## config.mk

```make
export PLATFORM = sky130hd
export DESIGN_NAME = servo_pulse_generator_readback
export DESIGN_NICKNAME = d
export VERILOG_FILES = /design/src/rtl/core/spg_pkg.sv /design/src/rtl/core/spg_cfg.sv /design/src/rtl/core/spg_core.sv /design/src/rtl/core/servo_pulse_generator_readback.sv
export SDC_FILE = /design/constraint.sdc
export NUM_CORES = 2
export LEC_CHECK = 0
export ABC_AREA = 0
export CORE_MARGIN = 2
export CORE_UTILIZATION = 45
export CTS_CLUSTER_SIZE = 20
export DETAILED_ROUTE_END_ITERATION = 8
export DONT_BUFFER_PORTS = 1
export HOLD_SLACK_MARGIN = 0.15
export PLACE_DENSITY_LB_ADDON = 0.1
export SYNTH_ARGS = -nofsm -noshare
export SYNTH_HDL_FRONTEND = slang
export SYNTH_SLANG_ARGS = --single-unit
```

## constraint.sdc

```tcl
create_clock -name clk -period 7.45 [get_ports clk]
set_input_delay 0.3725 -clock clk [delete_from_list [all_inputs] [get_ports clk]]
set_output_delay 0.3725 -clock clk [all_outputs]
set_load 0.005 [all_outputs]
```

## src/rtl/core/spg_pkg.sv

```systemverilog
// spg_pkg: shared types, constants and timing helpers of the servo pulse block
// no dependencies; imported by every module in rtl/core
`timescale 1ns / 1ps

package spg_pkg;

  localparam int NUM_CHANNELS_DEF = 24;

  // fixed field widths
  localparam int OP_W   = 3;
  localparam int CH_W   = 5;
  localparam int POS_W  = 16;
  localparam int PIN_W  = 24;
  localparam int CNT_W  = 16;
  localparam int TPU_W  = 5;
  localparam int CFG_W  = 16;
  localparam int CFG_IDX_W = 1;

  // register indexes of the configuration port
  localparam logic [CFG_IDX_W-1:0] CFG_TICKS_PER_US = 1'd0;
  localparam logic [CFG_IDX_W-1:0] CFG_FRAME_END    = 1'd1;

  localparam logic [TPU_W-1:0] TPU_RESET       = 5'd16;
  localparam logic [CNT_W-1:0] FRAME_END_RESET = 16'd44800;

  typedef enum logic [OP_W-1:0] {
    OP_SET_TARGET    = 3'd0,
    OP_START_OUTPUT  = 3'd1,
    OP_START_READ    = 3'd2,
    OP_TICK          = 3'd3,
    OP_READ_CAPTURE  = 3'd4
  } op_e;

  typedef enum logic [1:0] {
    PH_IDLE = 2'd0,
    PH_OUT  = 2'd1,
    PH_READ = 2'd2
  } phase_e;

  typedef struct packed {
    logic [OP_W-1:0]  operation;
    logic [CH_W-1:0]  channel;
    logic [POS_W-1:0] target_position;
    logic [PIN_W-1:0] pin_levels;
  } item_t;

  typedef struct packed {
    logic [PIN_W-1:0] drive_low;
    logic [1:0]       phase;
    logic [CNT_W-1:0] read_value;
    logic             rejected;
  } result_t;

  // readback window edges in ticks, all mod 2^16
  typedef struct packed {
    logic [CNT_W-1:0] t100;
    logic [CNT_W-1:0] t150;
    logic [CNT_W-1:0] t300;
    logic [CNT_W-1:0] t250;
    logic [CNT_W-1:0] t_end;
    logic [CNT_W-1:0] t_none;
  } windows_t;

  function automatic logic [CNT_W-1:0] scale_us(input logic [11:0] us,
                                                input logic [TPU_W-1:0] tpu);
    logic [16:0] prod;
    prod = 17'(us) * 17'(tpu);
    return prod[CNT_W-1:0];
  endfunction

  function automatic windows_t calc_windows(input logic [TPU_W-1:0] tpu);
    windows_t w;
    w.t100   = scale_us(12'd100, tpu);
    w.t150   = scale_us(12'd150, tpu);
    w.t300   = scale_us(12'd300, tpu);
    w.t250   = scale_us(12'd250, tpu);
    w.t_end  = w.t300 + scale_us(12'd2500, tpu);
    w.t_none = 16'd0 - w.t250;
    return w;
  endfunction

endpackage

```

## src/rtl/core/spg_cfg.sv

```systemverilog
// spg_cfg: configuration registers; readback windows derived at write time
// depends on spg_pkg
`timescale 1ns / 1ps

module spg_cfg import spg_pkg::*; (
  input  logic                 clk,
  input  logic                 rst,
  input  logic                 cfg_we,
  input  logic [CFG_IDX_W-1:0] cfg_index,
  input  logic [CFG_W-1:0]     cfg_data,
  output windows_t             win,
  output logic [CNT_W-1:0]     frame_end_ticks
);

  always_ff @(posedge clk) begin
    if (rst) begin
      win             <= calc_windows(TPU_RESET);
      frame_end_ticks <= FRAME_END_RESET;
    end else if (cfg_we) begin
      unique case (cfg_index)
        CFG_TICKS_PER_US: win             <= calc_windows(cfg_data[TPU_W-1:0]);
        CFG_FRAME_END:    frame_end_ticks <= cfg_data[CNT_W-1:0];
        default:          ;
      endcase
    end
  end

endmodule

```

## src/rtl/core/spg_core.sv

```systemverilog
// spg_core: channel state and the single-pass update for one request
// depends on spg_pkg; windows come from spg_cfg
`timescale 1ns / 1ps

module spg_core import spg_pkg::*; #(
  parameter int NUM_CHANNELS = NUM_CHANNELS_DEF
) (
  input  logic             clk,
  input  logic             rst,
  input  logic             fire,
  input  item_t            item,
  input  windows_t         win,
  input  logic [CNT_W-1:0] frame_end_ticks,
  output result_t          result
);

  localparam int IDX_W = (NUM_CHANNELS > 1) ? $clog2(NUM_CHANNELS) : 1;
  localparam logic [NUM_CHANNELS-1:0] ALL_CH = '1;

  logic [CNT_W-1:0]        targets  [NUM_CHANNELS];
  logic [CNT_W-1:0]        captures [NUM_CHANNELS];
  logic [CNT_W-1:0]        frame_counter, frame_counter_next;
  phase_e                  frame_phase, frame_phase_next;
  logic [NUM_CHANNELS-1:0] sticky_low, sticky_low_next;
  logic [NUM_CHANNELS-1:0] line_drive, line_drive_next;

  logic [31:0]             pins_wide, drive_wide;
  logic [NUM_CHANNELS-1:0] pins, fresh, reached_zero, reached_inc, cap_we;
  logic [CNT_W-1:0]        cnt_inc, cap_val, rd;
  logic                    ch_ok, busy, tgt_we, rej;
  logic [IDX_W-1:0]        idx;
  op_e                     op;

  assign op        = op_e'(item.operation);
  assign pins_wide = 32'(item.pin_levels);
  assign pins      = pins_wide[NUM_CHANNELS-1:0];
  assign ch_ok     = 32'(item.channel) < NUM_CHANNELS;
  assign idx       = item.channel[IDX_W-1:0];
  assign busy      = frame_phase != PH_IDLE;
  assign cnt_inc   = frame_counter + 16'd1;
  assign fresh     = ~pins & ~sticky_low;

  // two comparators per channel: target against zero and against the next count
  always_comb begin
    for (int n = 0; n < NUM_CHANNELS; n++) begin
      reached_zero[n] = targets[n] == '0;
      reached_inc[n]  = targets[n] <= cnt_inc;
    end
  end

  always_comb begin
    frame_counter_next = frame_counter;
    frame_phase_next   = frame_phase;
    sticky_low_next    = sticky_low;
    line_drive_next    = line_drive;
    tgt_we             = 1'b0;
    cap_we             = '0;
    cap_val            = '0;
    rd                 = '0;
    rej                = 1'b0;
    unique case (op)
      OP_SET_TARGET: begin
        if (busy || !ch_ok) rej = 1'b1;
        else tgt_we = 1'b1;
      end
      OP_START_OUTPUT: begin
        if (busy) begin
          rej = 1'b1;
        end else begin
          frame_counter_next = '0;
          frame_phase_next   = PH_OUT;
          line_drive_next    = reached_zero;
        end
      end
      OP_START_READ: begin
        if (busy) begin
          rej = 1'b1;
        end else begin
          frame_counter_next = '0;
          frame_phase_next   = PH_READ;
          line_drive_next    = '0;
          sticky_low_next    = '0;
        end
      end
      OP_TICK: begin
        if (frame_phase == PH_OUT) begin
          frame_counter_next = cnt_inc;
          line_drive_next    = line_drive | reached_inc;
          if (cnt_inc >= frame_end_ticks) begin
            line_drive_next  = ALL_CH;
            frame_phase_next = PH_IDLE;
          end
        end else if (frame_phase == PH_READ) begin
          frame_counter_next = cnt_inc;
          priority if (cnt_inc >= win.t_end) begin
            // channels never seen low get the no-pulse value
            cap_we           = ~sticky_low;
            cap_val          = win.t_none;
            line_drive_next  = ALL_CH;
            frame_phase_next = PH_IDLE;
          end else if (cnt_inc >= win.t300) begin
            cap_we          = fresh;
            cap_val         = cnt_inc - win.t250;
            sticky_low_next = sticky_low | fresh;
          end else if (cnt_inc >= win.t150) begin
            line_drive_next = '0;
          end else if (cnt_inc >= win.t100) begin
            line_drive_next = ALL_CH;
          end else begin
            line_drive_next = line_drive;
          end
        end
      end
      OP_READ_CAPTURE: begin
        if (busy || !ch_ok) rej = 1'b1;
        else rd = captures[idx];
      end
      default: ;
    endcase
  end

  always_ff @(posedge clk) begin
    if (rst) begin
      frame_counter <= '0;
      frame_phase   <= PH_IDLE;
      sticky_low    <= '0;
      line_drive    <= ALL_CH;
      for (int n = 0; n < NUM_CHANNELS; n++) begin
        targets[n]  <= '0;
        captures[n] <= '0;
      end
    end else if (fire) begin
      frame_counter <= frame_counter_next;
      frame_phase   <= frame_phase_next;
      sticky_low    <= sticky_low_next;
      line_drive    <= line_drive_next;
      for (int n = 0; n < NUM_CHANNELS; n++) begin
        if (tgt_we && idx == IDX_W'(n)) targets[n] <= item.target_position;
        if (cap_we[n]) captures[n] <= cap_val;
      end
    end
  end

  assign drive_wide        = 32'(line_drive_next);
  assign result.drive_low  = drive_wide[PIN_W-1:0];
  assign result.phase      = frame_phase_next;
  assign result.read_value = rd;
  assign result.rejected   = rej;

endmodule

```

## src/rtl/core/servo_pulse_generator_readback.sv

```systemverilog
// servo_pulse_generator_readback: top level, stream handshake and result register
// depends on spg_pkg, spg_cfg, spg_core
`timescale 1ns / 1ps

// Multi-channel servo pulse generator with readback capture. Each request beat
// (set target, start output frame, start readback, tick, read capture) yields
// exactly one result beat carrying the line drive mask, the frame phase, the
// read value and a reject flag, all as they stand after that request. The block
// sustains one beat per clock while results are taken: a request is held in the
// input register, resolved in one pass over the channel state (per-channel
// target and readback window compares), and lands in the result register.
// Timing advances only on tick beats, so a tick stream at full rate gives one
// counter step per clock. All but tick and spare codes are rejected while a
// frame runs, as are set target and read capture on out-of-range channels.
// Configuration may only be written when no frame is running and no beat is
// in flight; readback window edges are computed when ticks_per_us is written.
module servo_pulse_generator_readback import spg_pkg::*; #(
  parameter int NUM_CHANNELS = NUM_CHANNELS_DEF
) (
  input  logic                 clk,
  input  logic                 rst,
  // request stream
  input  logic                 s_tvalid,
  output logic                 s_tready,
  input  logic [47:0]          s_tdata,   // channel, target_position, pin_levels, zero pad
  input  logic [OP_W-1:0]      s_tuser,   // operation
  // result stream
  output logic                 m_tvalid,
  input  logic                 m_tready,
  output logic [47:0]          m_tdata,   // drive_low, phase, read_value, zero pad
  output logic                 m_tuser,   // rejected
  // configuration writes
  input  logic                 cfg_we,
  input  logic [CFG_IDX_W-1:0] cfg_index,
  input  logic [CFG_W-1:0]     cfg_data
);

  localparam logic [31:0] CH_MASK32 =
      (NUM_CHANNELS >= 32) ? 32'hFFFF_FFFF : ((32'd1 << NUM_CHANNELS) - 32'd1);

  item_t            in_item;
  logic             in_valid;
  result_t          out_result, core_result;
  logic             out_valid;
  logic             adv;          // input register hands its beat to the core
  windows_t         win;
  logic [CNT_W-1:0] frame_end_ticks;

  assign adv      = in_valid && (!out_valid || m_tready);
  assign s_tready = !in_valid || adv;

  // input register
  always_ff @(posedge clk) begin
    if (rst) begin
      in_valid <= 1'b0;
    end else if (s_tready) begin
      in_valid <= s_tvalid;
    end
  end

  always_ff @(posedge clk) begin
    if (s_tvalid && s_tready) begin
      in_item.operation       <= s_tuser;
      in_item.channel         <= s_tdata[4:0];
      in_item.target_position <= s_tdata[20:5];
      in_item.pin_levels      <= s_tdata[44:21];
    end
  end

  spg_cfg u_cfg (
    .clk             (clk),
    .rst             (rst),
    .cfg_we          (cfg_we),
    .cfg_index       (cfg_index),
    .cfg_data        (cfg_data),
    .win             (win),
    .frame_end_ticks (frame_end_ticks)
  );

  spg_core #(
    .NUM_CHANNELS (NUM_CHANNELS)
  ) u_core (
    .clk             (clk),
    .rst             (rst),
    .fire            (adv),
    .item            (in_item),
    .win             (win),
    .frame_end_ticks (frame_end_ticks),
    .result          (core_result)
  );

  // result register
  always_ff @(posedge clk) begin
    if (rst) begin
      out_valid <= 1'b0;
    end else if (adv) begin
      out_valid <= 1'b1;
    end else if (m_tready) begin
      out_valid <= 1'b0;
    end
  end

  always_ff @(posedge clk) begin
    if (adv) out_result <= core_result;
  end

  assign m_tvalid = out_valid;
  assign m_tdata  = {6'd0, out_result.read_value, out_result.phase, out_result.drive_low};
  assign m_tuser  = out_result.rejected;

  // a rejected request never returns a capture value
  a_reject_no_value: assert property (@(posedge clk) disable iff (rst)
    out_valid && out_result.rejected |-> out_result.read_value == '0)
    else $error("rejected beat carries a read value");

  // idle is only reached through reset or a frame end, both hold every line low
  a_idle_all_low: assert property (@(posedge clk) disable iff (rst)
    out_valid && out_result.phase == PH_IDLE |-> out_result.drive_low == CH_MASK32[PIN_W-1:0])
    else $error("idle result with released lines");

  // a stalled request stays in the input register
  a_in_hold: assert property (@(posedge clk) disable iff (rst)
    in_valid && !adv |=> in_valid && $stable(in_item))
    else $error("input beat lost under stall");

  // every beat handed to the core shows up as a result
  a_adv_result: assert property (@(posedge clk) disable iff (rst)
    adv |=> out_valid)
    else $error("result beat missing");

endmodule

```

==> impl_metrics.toml <==
[global_routing]
grt_overflow_total = 0
grt_pass1_wl_um = 235800
grt_use_total = 0.2647
grt_pass1_vias = 36508
antenna_found_initial = 1
grt_max_degree = 99

[worst_setup_path]
cp_max_fo = 21
cp.required_ns = 7.78
cpLargestDelayFamily = "simple AND/OR/NAND/NOR gates"
crit_path_end_kind = "flip-flop"
reg2regPathDepth = 16
cpMaxStageDelayCell = "a21oi_4"
crit_path_start_kind = "flip-flop"
max_stage_delay_ns = 0.82
cp_cell_sequence = "ha_1 -> nand2_2 -> nor2_1 -> and3_1 -> xnor2_2 -> inv_1 -> ha_1 -> and4_1 -> o311ai_0 -> nand3_1 -> o21bai_1 -> a21oi_4 -> buf_4 -> o21ai_2 -> buf_4 -> nand2_1"
critPathKind = "flip-flop to flip-flop"
worst-path-stages = 16
arrival_ns = 5.92
worst-path-buf-inv = 3

[yosys]
synth_seq_cells = 997
synthesis.area_um2 = 52760
yosys.area.top_type = "edfxtp_1"
yosys-top-cells-count = "859 x edfxtp_1, 748 x nor2_1, 505 x ha_1"
synth_top_area_share = 0.4889
avgSynthCellArea_um2 = 11.80
yosysWarningCount = 0
synth_most_common_cell = "edfxtp_1"
synthArstFlopShare = 0
yosys.cell_types.count = 89
synth_top_cells_by_area = "edfxtp_1 49%, ha_1 12%, nor2_1 5.3%"
ys.flop_type = "edfxtp_1"
syn_inst = 4471
synth_edf_count = 859
seq_area_frac_synth = 0.5413

[power_and_ir_drop]
power.total_w = 0.01349
peakVddDrop_v = 0.0002230
p_leak_nw = 22.01
powerDensity_nw_per_um2 = 227.5

[timing]
finalClockSkew_ns = 0.05101
finalSetupViolCount = 0
rsz0062_at_grt = "false"
hold_violations = 0
worst_slew_margin_rel = 0.2327
fin_crit_sh = 0.7494
min_period_ns = 5.583
slew_violations = 0
worstMarginPinSlew_ns = 1.148
fmax_ghz = 0.1791
setup_tns_ns = 0

[run_status]
status = "finished, final reports clean"

[clocking]
cts_inserted_buffers = 110
path_clk_slew_ns = 0.06
cts_buffer_depth = 3
cts-resized-gates = 0
htreeDepth = 3
insertion_delay_ns = 0.74
clockRootBuffer = "clkbuf_16"
cts_tree = "built"
clock-sinks = 997

[min_path]
min_path_cells = 4
min_path_type = "primary input to flip-flop"

[route]
dr.pass1.iters = 8
num_vias = 36655
drt_iter0_drc = 3492
wl_um = 159600
drt-wirelength-per-cell_um = 25.82
ant_nets = 0
via_per_inst = 5.927
drc = 0

[layout]
drive_above_1_share = 0.1067
syn_to_final_growth_pct = 12.37
antenna_cells = 0
nets = 5159
nFillCells = 10226

[job]
maxCapViolCount = 0

[floorplan]
initial_core_util = 0.4540
coreArea_um2 = 116200
row_count = 125
die_area_um2 = 120000
pin_count = 124
die_h_um = 346.4
die_w_um = 346.4

[place]
place_congestion = 0.8475
io_buffers = 0
hpwl_um = 98070
## report_power, final
part	total, W	switching, W	internal [W]
clock network	0.00553	0.00236	0.00318
logic	0.00152	0.000938	0.000582
registers	0.00643	0.000137	0.00630
total	0.0135	0.00343	0.0101
## worst min-delay path, stage by stage
cell	delay, ns
ha_1	0.12
ha_1	0.21
nand2_1	0.07
a21oi_1	0.11
## cell families after synthesis
logic type,Yosys count,share of synthesized area
AO/OA/AOI/OAI,769,0.09584
XOR/XNOR,89,0.01504
adder cells (fa/ha/maj),534,0.1287
buffers and inverters,392,0.03164
flip-flops,997,0.5413
multiplexers,129,0.05104
other,1,0.00007108
AND/OR/NAND/NOR,1560,0.1364
## per-layer routing
metal | vias up | share of wire | GRT usage | wire length, µm
li1 | 16990 | - | - | -
met1 | 18193 | 0.44 | 0.3635 | 69860
met2 | 1182 | 0.47 | 0.4283 | 74250
met3 | 288 | 0.061 | 0.04120 | 9803
met4 | 2 | 0.036 | 0.08974 | 5704
met5 | - | 0.00013 | 0 | 20
## registers in the layout, summed over array words and instances, names as in the netlist
register	count
in_item	48
in_valid	1
m_tdata	42
m_tuser	1
m_tvalid	1
u_cfg.frame_end_ticks	16
u_cfg.win	54
u_core.captures	384
u_core.frame_counter	16
u_core.frame_phase	2
u_core.line_drive	24
u_core.sticky_low	24
u_core.targets	384
## final cells by class
type / instances / area [µm²] / area share
Clock buffer: 148 / 2987 / 0.05038
Clock inverter: 60 / 674.4 / 0.01138
Inverter: 178 / 673.1 / 0.01135
Multi-Input combinational cell: 3087 / 22810 / 0.3847
Sequential cell: 997 / 28560 / 0.4817
Tap cell: 1524 / 1907 / 0.03216
Timing Repair Buffer: 190 / 1679 / 0.02832
## layout by cell type (no fill, tap or decap), types with 48 or more instances in the layout
master and n:
o211ai_1 63, a21oi_1 229, buf_4 104, xnor2_1 57, edfxtp_1 859, nor3_1 94, ha_1 505, mux4_2 112
inv_1 169, nor4_1 119, a31oi_1 48, nand2_1 274, dlygate4sd3_1 83, a21o_1 67, clkbuf_16 111, nand3_1 56
dfxtp_1 138, nand4_1 99, a211oi_1 62, o21ai_0 114, nor2_1 747
## worst paths after layout
kind	start	end	slack, ns
worst max-delay path	u_core.frame_counter[0]	u_core.captures[17][3]	1.87
worst min-delay path	cfg_data[0]	u_cfg.win[36]	0.21
worst max register to register	u_core.frame_counter[0]	u_core.captures[17][3]	1.87
worst min register to register	u_core.sticky_low[11]	u_core.sticky_low[11]	0.45
## per-stage QoR
stage                       util  instance area (µm²)  hold slack [ns]  instances  worst slack, ns
after floorplan                -                52780           0.4251       4476            1.692
after global placement    0.4713                54770           0.4351       5892            1.933
after detailed placement  0.4713                54770           0.4424       5892            1.893
after CTS                 0.5102                59290           0.1635       6184            1.844
after global routing      0.5102                59290           0.2404       6184            1.384
final                     0.5102                59290           0.2106       6184            1.867
## timing repair
item                      4_1_cts  5_1_grt
hold buffers                   84        0
setup buffers                   0        0
hold endpoints to repair      137        0
Power figures use the tool's default switching activity.
